**src/rtl/ptt_pkg.sv**
```systemverilog
// shared constants for the periodic timer table
// no dependencies
package ptt_pkg;

  localparam int ENTRIES_DEF = 16;
  localparam int MAX_FIRE    = 16;

  localparam int MODE_W   = 2;
  localparam int SLOT_W   = 4;
  localparam int PERIOD_W = 16;
  localparam int STATUS_W = 2;
  localparam int TIME_W   = 32;
  localparam int WAIT_W   = 16;

  localparam logic [MODE_W-1:0] MODE_ADD  = 2'd0;
  localparam logic [MODE_W-1:0] MODE_DEL  = 2'd1;
  localparam logic [MODE_W-1:0] MODE_SET  = 2'd2;
  localparam logic [MODE_W-1:0] MODE_TICK = 2'd3;

  localparam logic [STATUS_W-1:0] ST_OK   = 2'd0;
  localparam logic [STATUS_W-1:0] ST_FULL = 2'd1;
  localparam logic [STATUS_W-1:0] ST_BAD  = 2'd2;

endpackage

```
**src/rtl/ptt_ram.sv**
```systemverilog
// generic single-port-write, single-port-read ram with registered read
// no dependencies
module ptt_ram #(
  parameter int WIDTH = 8,
  parameter int DEPTH = 16
) (
  input  logic                     clk,
  input  logic                     we,
  input  logic [$clog2(DEPTH)-1:0] waddr,
  input  logic [WIDTH-1:0]         wdata,
  input  logic [$clog2(DEPTH)-1:0] raddr,
  output logic [WIDTH-1:0]         rdata
);

  logic [WIDTH-1:0] mem [DEPTH];

  always_ff @(posedge clk) begin
    if (we) begin
      mem[waddr] <= wdata;
    end
    rdata <= mem[raddr];
  end

endmodule

```
**src/rtl/periodic_timer_table.sv**
```systemverilog
// periodic timer table: add, delete, re-time and tick over ENTRIES slots
// tick: min(fires+1, MAX_FIRE) scan passes over the entries, one wait pass, then one
// word per fire (a single word when nothing fired); one item at a time
// reset (synchronous, rst_n low) clears used bits, time and stamp counters
// depends on ptt_pkg and ptt_ram
module periodic_timer_table
  import ptt_pkg::*;
#(
  parameter int ENTRIES = ENTRIES_DEF
) (
  input  logic                clk,
  input  logic                rst_n,
  input  logic                in_valid,
  output logic                in_ready,
  input  logic [MODE_W-1:0]   in_mode,
  input  logic [SLOT_W-1:0]   in_slot,
  input  logic [PERIOD_W-1:0] in_period,
  output logic                out_valid,
  input  logic                out_ready,
  output logic [STATUS_W-1:0] out_status,
  output logic [SLOT_W-1:0]   out_handle,
  output logic                out_fired,
  output logic                out_last,
  output logic [WAIT_W-1:0]   out_wait_seconds
);

  localparam int IW = $clog2(ENTRIES);
  localparam int CW = IW + 1;
  localparam int FW = $clog2(MAX_FIRE) + 1;
  localparam int OW = $clog2(MAX_FIRE);
  localparam int DW = TIME_W + PERIOD_W + TIME_W;

  typedef enum logic [2:0] {
    S_IDLE, S_ADD, S_SCAN, S_PICK, S_WSCAN, S_EMIT, S_RESP
  } st_t;

  st_t state_r;

  // control state
  logic [ENTRIES-1:0] used_r;
  logic [ENTRIES-1:0] done_r;
  logic [TIME_W-1:0]  now_r;
  logic [TIME_W-1:0]  stamp_r;
  logic [CW-1:0]      cnt_r;
  logic               pv_r;
  logic [IW-1:0]      pidx_r;
  logic               found_r;
  logic               have_r;
  logic [FW-1:0]      n_r;
  logic [FW-1:0]      k_r;
  logic               out_valid_r;

  // payload registers
  logic [IW-1:0]       bidx_r;
  logic [TIME_W-1:0]   bexp_r;
  logic [TIME_W-1:0]   bstamp_r;
  logic [PERIOD_W-1:0] bper_r;
  logic [TIME_W-1:0]   wbest_r;
  logic [IW-1:0]       order_r [MAX_FIRE];
  logic [STATUS_W-1:0] resp_status_r;
  logic [SLOT_W-1:0]   resp_handle_r;
  logic [STATUS_W-1:0] out_status_r;
  logic [SLOT_W-1:0]   out_handle_r;
  logic                out_fired_r;
  logic                out_last_r;
  logic [WAIT_W-1:0]   out_wait_r;

  // entry ram: {expiry, period, stamp}
  logic          ram_we;
  logic [IW-1:0] ram_waddr;
  logic [DW-1:0] ram_wdata;
  logic [DW-1:0] ram_rdata;

  ptt_ram #(.WIDTH(DW), .DEPTH(ENTRIES)) u_ram (
    .clk   (clk),
    .we    (ram_we),
    .waddr (ram_waddr),
    .wdata (ram_wdata),
    .raddr (cnt_r[IW-1:0]),
    .rdata (ram_rdata)
  );

  logic [TIME_W-1:0] rd_exp;
  logic [TIME_W-1:0] rd_stamp;
  assign rd_exp   = ram_rdata[DW-1 -: TIME_W];
  assign rd_stamp = ram_rdata[TIME_W-1:0];

  logic          accept;
  logic [IW-1:0] slot_idx;
  logic          slot_bad;
  logic [IW-1:0] add_idx;
  assign accept   = in_valid && in_ready;
  assign slot_idx = IW'(in_slot);
  assign slot_bad = (32'(in_slot) >= ENTRIES) || !used_r[slot_idx];
  assign add_idx  = cnt_r[IW-1:0];

  // scan compare on the word coming back from the ram
  logic              fire_hit;
  logic              fire_better;
  logic              wait_hit;
  logic [TIME_W-1:0] wait_d;
  logic              wait_better;
  always_comb begin
    fire_hit    = pv_r && used_r[pidx_r] && !done_r[pidx_r] && (rd_exp <= now_r);
    fire_better = !found_r || (rd_exp < bexp_r) ||
                  ((rd_exp == bexp_r) && (rd_stamp < bstamp_r));
    wait_hit    = pv_r && used_r[pidx_r] && (rd_exp > now_r);
    wait_d      = rd_exp - now_r;
    wait_better = !have_r || (wait_d < wbest_r);
  end

  // wait value: 1 when nothing pending, saturated to 16 bits
  logic [WAIT_W-1:0] wait_val;
  always_comb begin
    if (!have_r) begin
      wait_val = WAIT_W'(1);
    end else if (wbest_r > TIME_W'({WAIT_W{1'b1}})) begin
      wait_val = {WAIT_W{1'b1}};
    end else begin
      wait_val = wbest_r[WAIT_W-1:0];
    end
  end

  // ram writes: re-time at accept, add on the free slot, reschedule on a fire
  always_comb begin
    ram_we    = 1'b0;
    ram_waddr = slot_idx;
    ram_wdata = {now_r + TIME_W'(in_period), in_period, stamp_r};
    unique case (state_r)
      S_IDLE: begin
        ram_we = accept && (in_mode == MODE_SET) && !slot_bad;
      end
      S_ADD: begin
        // period was captured at accept, the input may have moved on
        ram_we    = !used_r[add_idx];
        ram_waddr = add_idx;
        ram_wdata = {now_r + TIME_W'(bper_r), bper_r, stamp_r};
      end
      S_PICK: begin
        ram_we    = found_r;
        ram_waddr = bidx_r;
        ram_wdata = {now_r + TIME_W'(bper_r), bper_r, stamp_r};
      end
      default: begin
        ram_we = 1'b0;
      end
    endcase
  end

  logic out_free;
  logic out_load;
  assign out_free = !out_valid_r || out_ready;
  // a new word goes into the output register this cycle
  assign out_load = out_free && ((state_r == S_EMIT) || (state_r == S_RESP));

  always_ff @(posedge clk) begin
    if (!rst_n) begin
      state_r     <= S_IDLE;
      used_r      <= '0;
      done_r      <= '0;
      now_r       <= '0;
      stamp_r     <= '0;
      cnt_r       <= '0;
      pv_r        <= 1'b0;
      pidx_r      <= '0;
      found_r     <= 1'b0;
      have_r      <= 1'b0;
      n_r         <= '0;
      k_r         <= '0;
      out_valid_r <= 1'b0;
    end else begin
      if (out_valid_r && out_ready && !out_load) begin
        out_valid_r <= 1'b0;
      end
      unique case (state_r) inside
        S_IDLE: begin
          if (accept) begin
            cnt_r <= '0;
            pv_r  <= 1'b0;
            case (in_mode) inside
              MODE_ADD: begin
                bper_r  <= in_period;
                state_r <= S_ADD;
              end
              MODE_DEL, MODE_SET: begin
                state_r <= S_RESP;
                if (slot_bad) begin
                  resp_status_r <= ST_BAD;
                  resp_handle_r <= '0;
                end else begin
                  resp_status_r <= ST_OK;
                  resp_handle_r <= in_slot;
                  if (in_mode == MODE_DEL) begin
                    used_r[slot_idx] <= 1'b0;
                  end else begin
                    stamp_r <= stamp_r + 1'b1;
                  end
                end
              end
              default: begin
                // tick: advance time, start the first fire pass
                now_r   <= now_r + 1'b1;
                done_r  <= '0;
                n_r     <= '0;
                found_r <= 1'b0;
                state_r <= S_SCAN;
              end
            endcase
          end
        end
        S_ADD: begin
          // lowest free slot, one used bit per cycle
          if (!used_r[add_idx]) begin
            used_r[add_idx] <= 1'b1;
            stamp_r         <= stamp_r + 1'b1;
            resp_status_r   <= ST_OK;
            resp_handle_r   <= SLOT_W'(add_idx);
            state_r         <= S_RESP;
          end else if (cnt_r == CW'(ENTRIES - 1)) begin
            resp_status_r <= ST_FULL;
            resp_handle_r <= '0;
            state_r       <= S_RESP;
          end else begin
            cnt_r <= cnt_r + 1'b1;
          end
        end
        S_SCAN, S_WSCAN: begin
          pv_r   <= (cnt_r < CW'(ENTRIES));
          pidx_r <= cnt_r[IW-1:0];
          if (cnt_r < CW'(ENTRIES)) begin
            cnt_r <= cnt_r + 1'b1;
          end
          if (state_r == S_SCAN) begin
            if (fire_hit && fire_better) begin
              found_r  <= 1'b1;
              bidx_r   <= pidx_r;
              bexp_r   <= rd_exp;
              bstamp_r <= rd_stamp;
              bper_r   <= ram_rdata[TIME_W +: PERIOD_W];
            end
            if (cnt_r == CW'(ENTRIES)) begin
              state_r <= S_PICK;
            end
          end else begin
            if (wait_hit && wait_better) begin
              have_r  <= 1'b1;
              wbest_r <= wait_d;
            end
            if (cnt_r == CW'(ENTRIES)) begin
              k_r     <= '0;
              state_r <= S_EMIT;
            end
          end
        end
        S_PICK: begin
          cnt_r   <= '0;
          pv_r    <= 1'b0;
          found_r <= 1'b0;
          have_r  <= 1'b0;
          if (found_r) begin
            done_r[bidx_r]     <= 1'b1;
            order_r[n_r[OW-1:0]] <= bidx_r;
            n_r                <= n_r + 1'b1;
            stamp_r            <= stamp_r + 1'b1;
            state_r <= (n_r == FW'(MAX_FIRE - 1)) ? S_WSCAN : S_SCAN;
          end else begin
            state_r <= S_WSCAN;
          end
        end
        S_EMIT: begin
          if (out_free) begin
            out_valid_r  <= 1'b1;
            out_status_r <= ST_OK;
            out_wait_r   <= wait_val;
            if (n_r == '0) begin
              out_handle_r <= '0;
              out_fired_r  <= 1'b0;
              out_last_r   <= 1'b1;
              state_r      <= S_IDLE;
            end else begin
              out_handle_r <= SLOT_W'(order_r[k_r[OW-1:0]]);
              out_fired_r  <= 1'b1;
              out_last_r   <= (k_r == n_r - 1'b1);
              k_r          <= k_r + 1'b1;
              if (k_r == n_r - 1'b1) begin
                state_r <= S_IDLE;
              end
            end
          end
        end
        S_RESP: begin
          if (out_free) begin
            out_valid_r  <= 1'b1;
            out_status_r <= resp_status_r;
            out_handle_r <= resp_handle_r;
            out_fired_r  <= 1'b0;
            out_last_r   <= 1'b1;
            out_wait_r   <= '0;
            state_r      <= S_IDLE;
          end
        end
        default: begin
          state_r <= S_IDLE;
        end
      endcase
    end
  end

  assign in_ready         = (state_r == S_IDLE);
  assign out_valid        = out_valid_r;
  assign out_status       = out_status_r;
  assign out_handle       = out_handle_r;
  assign out_fired        = out_fired_r;
  assign out_last         = out_last_r;
  assign out_wait_seconds = out_wait_r;

endmodule

```
**config.mk**
```make
export PLATFORM = sky130hd
export DESIGN_NAME = periodic_timer_table
export DESIGN_NICKNAME = d
export VERILOG_FILES = /design/src/rtl/ptt_pkg.sv /design/src/rtl/ptt_ram.sv /design/src/rtl/periodic_timer_table.sv
export SDC_FILE = /design/constraint.sdc
export NUM_CORES = 2
export LEC_CHECK = 0
export BUFFER_PORTS_ARGS = -buffer_cell sky130_fd_sc_hd__buf_4
export CORE_ASPECT_RATIO = 1.1
export CORE_UTILIZATION = 35
export CTS_CLUSTER_SIZE = 28
export DETAILED_ROUTE_END_ITERATION = 8
export SYNTH_ARGS = -nofsm -noshare
export SYNTH_HDL_FRONTEND = slang
export SYNTH_SLANG_ARGS = --single-unit
```
**constraint.sdc**
```tcl
create_clock -name clk -period 13.5 [get_ports clk]
set_clock_uncertainty 0.05 [all_clocks]
set_input_delay 2.7 -clock clk [delete_from_list [all_inputs] [get_ports clk]]
set_output_delay 2.7 -clock clk [all_outputs]
set_load 0.01 [all_outputs]
```
## Word-level counts from Yosys, hierarchy flattened

Memories as Yosys holds them, arrays and structs flattened. A register that Yosys moved wholly into a read port is not among the register bits.
Index checks and enable logic that the tools add are counted.

- $add $sub $neg: 9
- Multipliers: 0
- Divide/modulo/power cells: 0
- Order comparisons: 14
- Eq/ne operators: 36
- Shifts and indexed selects: 0
- Mux-type cells: 128
- Bitwise operators: 7
- Reductions and logical operators: 58

Operator list:

| operator | count |
|---|---|
| 16-bit two-way mux | 18 |
| 32-bit two-way mux | 7 |
| 16-bit case mux with 2 select lines | 4 |
| 32-bit less-than comparator | 3 |
| 32-bit case mux with 3 select lines | 1 |
| 80-bit two-way mux | 1 |
| 32-bit by 1-bit adder with 32-bit output, second input constant | 2 |
| 32-bit by 16-bit adder with 32-bit output | 2 |
| 5-bit two-way mux | 12 |
| 4-bit two-way mux | 11 |
| 3-bit two-way mux | 14 |
| 32-bit == test | 1 |
| 32-bit by 16-bit > comparator with 1-bit output, second input constant | 1 |
| 32-bit > comparator | 1 |
| 32-bit less-or-equal comparator | 1 |
| 16-bit bitwise OR | 2 |
| 32-bit subtractor | 1 |
| 1-bit two-way mux | 30 |
| 2-bit inequality test, second input constant | 15 |
| 4-bit case mux with 2 select lines | 3 |
| 6-bit AND reduction | 4 |
| 4-bit by 5-bit less-than comparator with 1-bit output, second input constant | 4 |
| 5-bit case mux with 2 select lines | 2 |
| 5-bit case mux with 4 select lines | 1 |
| 41 further kinds | 111 |

- Register bits after elaboration: 268
- Bits in latches: 0
- Bits in writable memories: 1,344
- Bits in read-only memories: 0
- Bits of input ports: 26
- Logic and storage cells: 279
- Memories kept: 2

Memory list:

| memory | words | width | rd ports | clocked after memory_dff | write ports | RTL line | RTL |
|---|---|---|---|---|---|---|---|
| u_ram.mem | 16 | 80 | 1 | 1 | 1 | ptt_ram.sv:15 | `logic [WIDTH-1:0] mem [DEPTH];` |
| order_r | 16 | 4 | 1 | 1 | 1 | periodic_timer_table.sv:59 | `logic [IW-1:0] order_r [MAX_FIRE];` |

## Longest topological paths before layout

- Depth in word-level cells: 12
- Mapped depth: 18
- Depth with buffers taken out: 17

## By module

A second synthesis with hierarchy kept.

- Cell total of the unflattened synthesis: 3,871
- Area, all modules: 68,410.6 µm²

Modules (own cells, without submodules):

| module | instances | cells an instance | area each (µm²) | seq. area each (µm²) |
|---|---|---|---|---|
| ptt_ram | 1 | 2,054 | 49,422.4 | 40,038.4 |
| periodic_timer_table | 1 | 1,817 | 18,988.2 | 8,828.5 |

## Worst setup path after synthesis

OpenSTA, ideal clock, no wires.

- Kind: input to register
- Start point: input rst_n
- End point: register bexp_r[0] (enable)
- Library setup time: 596 ps
- Data arrival time: 8,070 ps
- Data required time: 12,854 ps
- Slack: 4,784 ps
- Cell stages on the path: 3
- Buffers on the path: 1
- Cells stage by stage: clkbuf_1 nand2_1 a211oi_1

- Word-level cells in the longest chain between the ends: 1

Ends and longest elaborated chain:

| what | RTL line | RTL |
|---|---|---|
| start, declared | periodic_timer_table.sv:12 | `input logic rst_n,` |
| 4-bit AND reduction (no line) | -- |  |
| end signal, assigned | periodic_timer_table.sv:237 | `bexp_r <= rd_exp;` |
| end, declared | periodic_timer_table.sv:55 | `logic [TIME_W-1:0] bexp_r;` |

No other way between the ends.
A chain may end at the register's enable or synchronous reset.

## Final worst setup path

- Start point: input in_period[0]
- End point: memory u_ram.mem[6][74] in the netlist's numbering, data pin

- Word-level cells in the longest chain between the ends: 2

Ends and longest elaborated chain:

| what | RTL line | RTL |
|---|---|---|
| start, declared | periodic_timer_table.sv:17 | `input logic [PERIOD_W-1:0] in_period,` |
| 32-bit by 16-bit adder with 32-bit output | periodic_timer_table.sv:128 | `ram_wdata = {now_r + TIME_W'(in_period), in_period, stamp_r};` |
| 80-bit two-way mux | -- |  |
| via ram_wdata[74] | periodic_timer_table.sv:71 | `logic [DW-1:0] ram_wdata;` |
| end, declared | ptt_ram.sv:15 |  |

The timed path passes the listed nets, and every way through them passes these cells.

==> key figures <==
Status
  – Status: complete, no violations

Logic synthesis
  – Area contributors post-synth: edfxtp_1 (65%), mux4_2 (14%), dfxtp_1 (6.0%)
  – Post-synth EDFFs: around 1.5k
  – FFs w/ async S/R, synth: 0%
  – Most instantiated cells after synthesis: edfxtp_1 (1490), mux4_2 (440), dfxtp_1 (206)
  – Largest area contributor in the netlist: edfxtp_1
  – Yosys warns: 0
  – Post-synth cell types: 70
  – Mean Syn Cell Area: between 15 and 20 sq um
  – Most numerous cell in the Yosys netlist: edfxtp_1
  – Sequential area share after synthesis: ~71%
  – Syn Inst Count: ~3.7k
  – Synth Flop Type: edfxtp_1
  – Synth Cell Area: roughly 69000 sq um
  – Syn nets: ~3.9k
  – Synth top area share: between 60% and 70%
  – Yosys reg bits: around 1.7k

Clocking
  – Hold-fix buffers at CTS: 0
  – Clock sinks: 1696
  – Clk pin slew, worst setup/hold paths: ~0.06 ns
  – Clock root buffer: clkbuf_16
  – H-tree levels: 4
  – CTS tree: done
  – Resized Gates After CTS: 0
  – Max clock buf depth: 3
  – Worst skew pair latency: around 0.81 ns
  – CTS Buf Count: between 150 and 200
  – Postcts setup bufs: 0

GRT
  – Grt total ovfl: 0
  – Pin count of the biggest net entering global routing: 89
  – Tot GR Track Use: between 10% and 20%
  – Number of global-route vias before repair: 35.43k
  – First-pass GRT wire length: approximately 240000 um
  – Initial antenna violation count: 10

Die
  – Core Region: approximately 200000 sq um
  – Initial Util: a little over a third
  – Die area: a little under 200000 sq um
  – Ports: between 50 and 60
  – Die Span X: between 400 and 500 um
  – Rows: 170
  – Die height: ~470 um

Critical path
  – Req. time, crit path: 13.87 ns
  – Reg2reg start: state_r[0]
  – Critical path startpoint: in_period[0]
  – CP endpoint kind: flop
  – Critical path arrival: 6.53 ns
  – Crit-path max FO: 17
  – Type of origin of the critical path: input pin
  – WS Path Type: input pin to flop

Power and ir drop
  – Leakage: 25.70 nW
  – Power, Total: approximately 13 mW
  – Worst VDD drop: 0.1567 mV
  – Pwr Density: about 170 nW/um^2

Timing
  – Setup violators final: 0
  – Share of the clock period used by the worst path after layout: 45.63%
  – Worst-margin pin slew: 1.289 ns
  – Unrepaired setup endpoints after global routing: no
  – Post-layout min period: 6.160 ns
  – Final slew viol count: 0
  – Setup TNS: 0 ns
  – Slew headroom: 13.43%
  – Endpoints failing hold: 0
  – Max Freq: around 160 MHz

Hold path
  – HP Class: flop to flop
  – Hold path startpoint: u_ram.rdata[4]

Route
  – Number of DRC markers in iteration 0: around 3.1k
  – DR pass1 iterations: 8
  – Routed Antenna Nets: 0
  – Via count of the routed design: ~35k
  – Routed wire length per instance: ~24 um
  – Routed vias/inst: 5.265
  – Wirelength, routed: 159800 um
  – DRC Markers: 0

Flow run
  – Number of max-cap violations: 0

Placement
  – Hpwl dp: 92190 um
  – Port-buffer cells: 51
  – RD Place Congestion: 0.7868

Cells and area
  – Reg area: a little under 50000 sq um
  – Fraction of layout cells with a size suffix above 1: between 20 and 25%
  – Layout Nets: between 4k and 5k
  – Fillcell total: between 15k and 20k
  – P&R area growth vs syn: 14.17%
  – Footprint of the multi-input gates: between 15000 and 20000 sq um
[cells by family (layout without fill, tap and decap cells)]
family,count (synthesis),after routing,synth area share (%)
buf+inv,314,620,1.731
mux,488,488,15.19
xor+xnor,114,114,1.454
flops,1696,1696,71.16
other cells,0,1,0
compound gates,338,338,3.163
fa+ha+maj,162,162,2.973
simple gates,594,594,4.338
[area by class of cell]
cell class	instances	share of cell area [%]
clock buffer	250	6.300
timing repair buffer	124	1.219
clock inverter	77	1.216
sequential	1696	62.34
tap	2580	4.117
inverter	169	0.8090
antenna	1	0.003191
multi-input combinational	1696	23.99
[routing by layer]
metal  GRT usage [%]  vias up  part of all wire [%]
met5               0        -                 0.042
met1           22.51    18241                    44
li1                -    15170                     -
met4           5.016       10                   2.6
met3           2.969      236                   6.3
met2           25.67     1055                    47
[where the power goes]
| part | switching, mW | internal, mW | total [mW] |
|---|---|---|---|
| logic | 1.20 | 0.966 | 2.17 |
| registers | 0.160 | 5.98 | 6.14 |
| clock network | 2.06 | 2.79 | 4.85 |
| total | 3.42 | 9.74 | 13.2 |
[critical path, cell delays in order]
cell and delay (ns):
buf_4 0.09, mux2_2 0.33, ha_1 0.33, inv_1 0.08
fa_1 0.46, nor2b_1 0.18, o31ai_1 0.14, a31oi_1 0.37
a21oi_1 0.19, a311oi_1 0.27, buf_4 0.25, nand3_1 0.12
xnor2_1 0.99
[flip-flops by register name, summed over array words and instances, names as in the netlist, 16 cells and up, named ones only]
signal / cells
stamp_r: 32
bexp_r: 32
used_r: 16
u_ram.mem: 1280
out_wait_seconds: 16
bper_r: 16
u_ram.rdata: 80
wbest_r: 32
now_r: 32
done_r: 16
order_r: 64
bstamp_r: 32
[worst paths after layout]
kind	slack, ns	cells after the start	to
hold / removal	0.38	0	bstamp_r[4]
hold reg to reg	0.38	0	bstamp_r[4]
setup / recovery	7.34	13	u_ram.mem[6][74]
setup reg to reg	7.39	14	u_ram.mem[6][74]
[layout by cell type, fill, tap and decap left out, drive strengths merged, types with 7 or more instances in the layout]
| cell | instances |
|---|---|
| a2111oi | 7 |
| a211oi | 19 |
| a21boi | 15 |
| a21o | 28 |
| a21oi | 89 |
| a22o | 10 |
| a31oi | 17 |
| and2 | 57 |
| and3 | 21 |
| and4 | 9 |
| buf | 124 |
| bufinv | 11 |
| clkbuf | 250 |
| clkinv | 58 |
| dfxtp | 206 |
| edfxtp | 1490 |
| ha | 160 |
| inv | 172 |
| mux2 | 31 |
| mux2i | 17 |
| mux4 | 440 |
| nand2 | 105 |
| nand2b | 20 |
| nand3 | 51 |
| nand4 | 37 |
| nor2 | 170 |
| nor2b | 21 |
| nor3 | 44 |
| nor4 | 21 |
| o211ai | 10 |
| o21a | 13 |
| o21ai | 82 |
| o21bai | 7 |
| o31ai | 9 |
| or3 | 13 |
| xnor2 | 82 |
| xor2 | 32 |
[stage by stage]
| step | instances | cell area [sq um] | hold WS [ns] | setup WS, ns | util (%) |
|---|---|---|---|---|---|
| after floorplan | 3706 | 68680 | 0.3564 | 4.784 | - |
| after global placement | 6265 | 72510 | 0.3694 | 6.581 | 37.18 |
| after detailed placement | 6265 | 72510 | 0.3730 | 6.571 | 37.18 |
| after CTS | 6592 | 78410 | 0.3868 | 7.420 | 40.20 |
| after global routing | 6593 | 78410 | 0.3994 | 7.055 | 40.20 |
| final | 6593 | 78410 | 0.3824 | 7.340 | 40.20 |
Power figures use the tool's default switching activity.
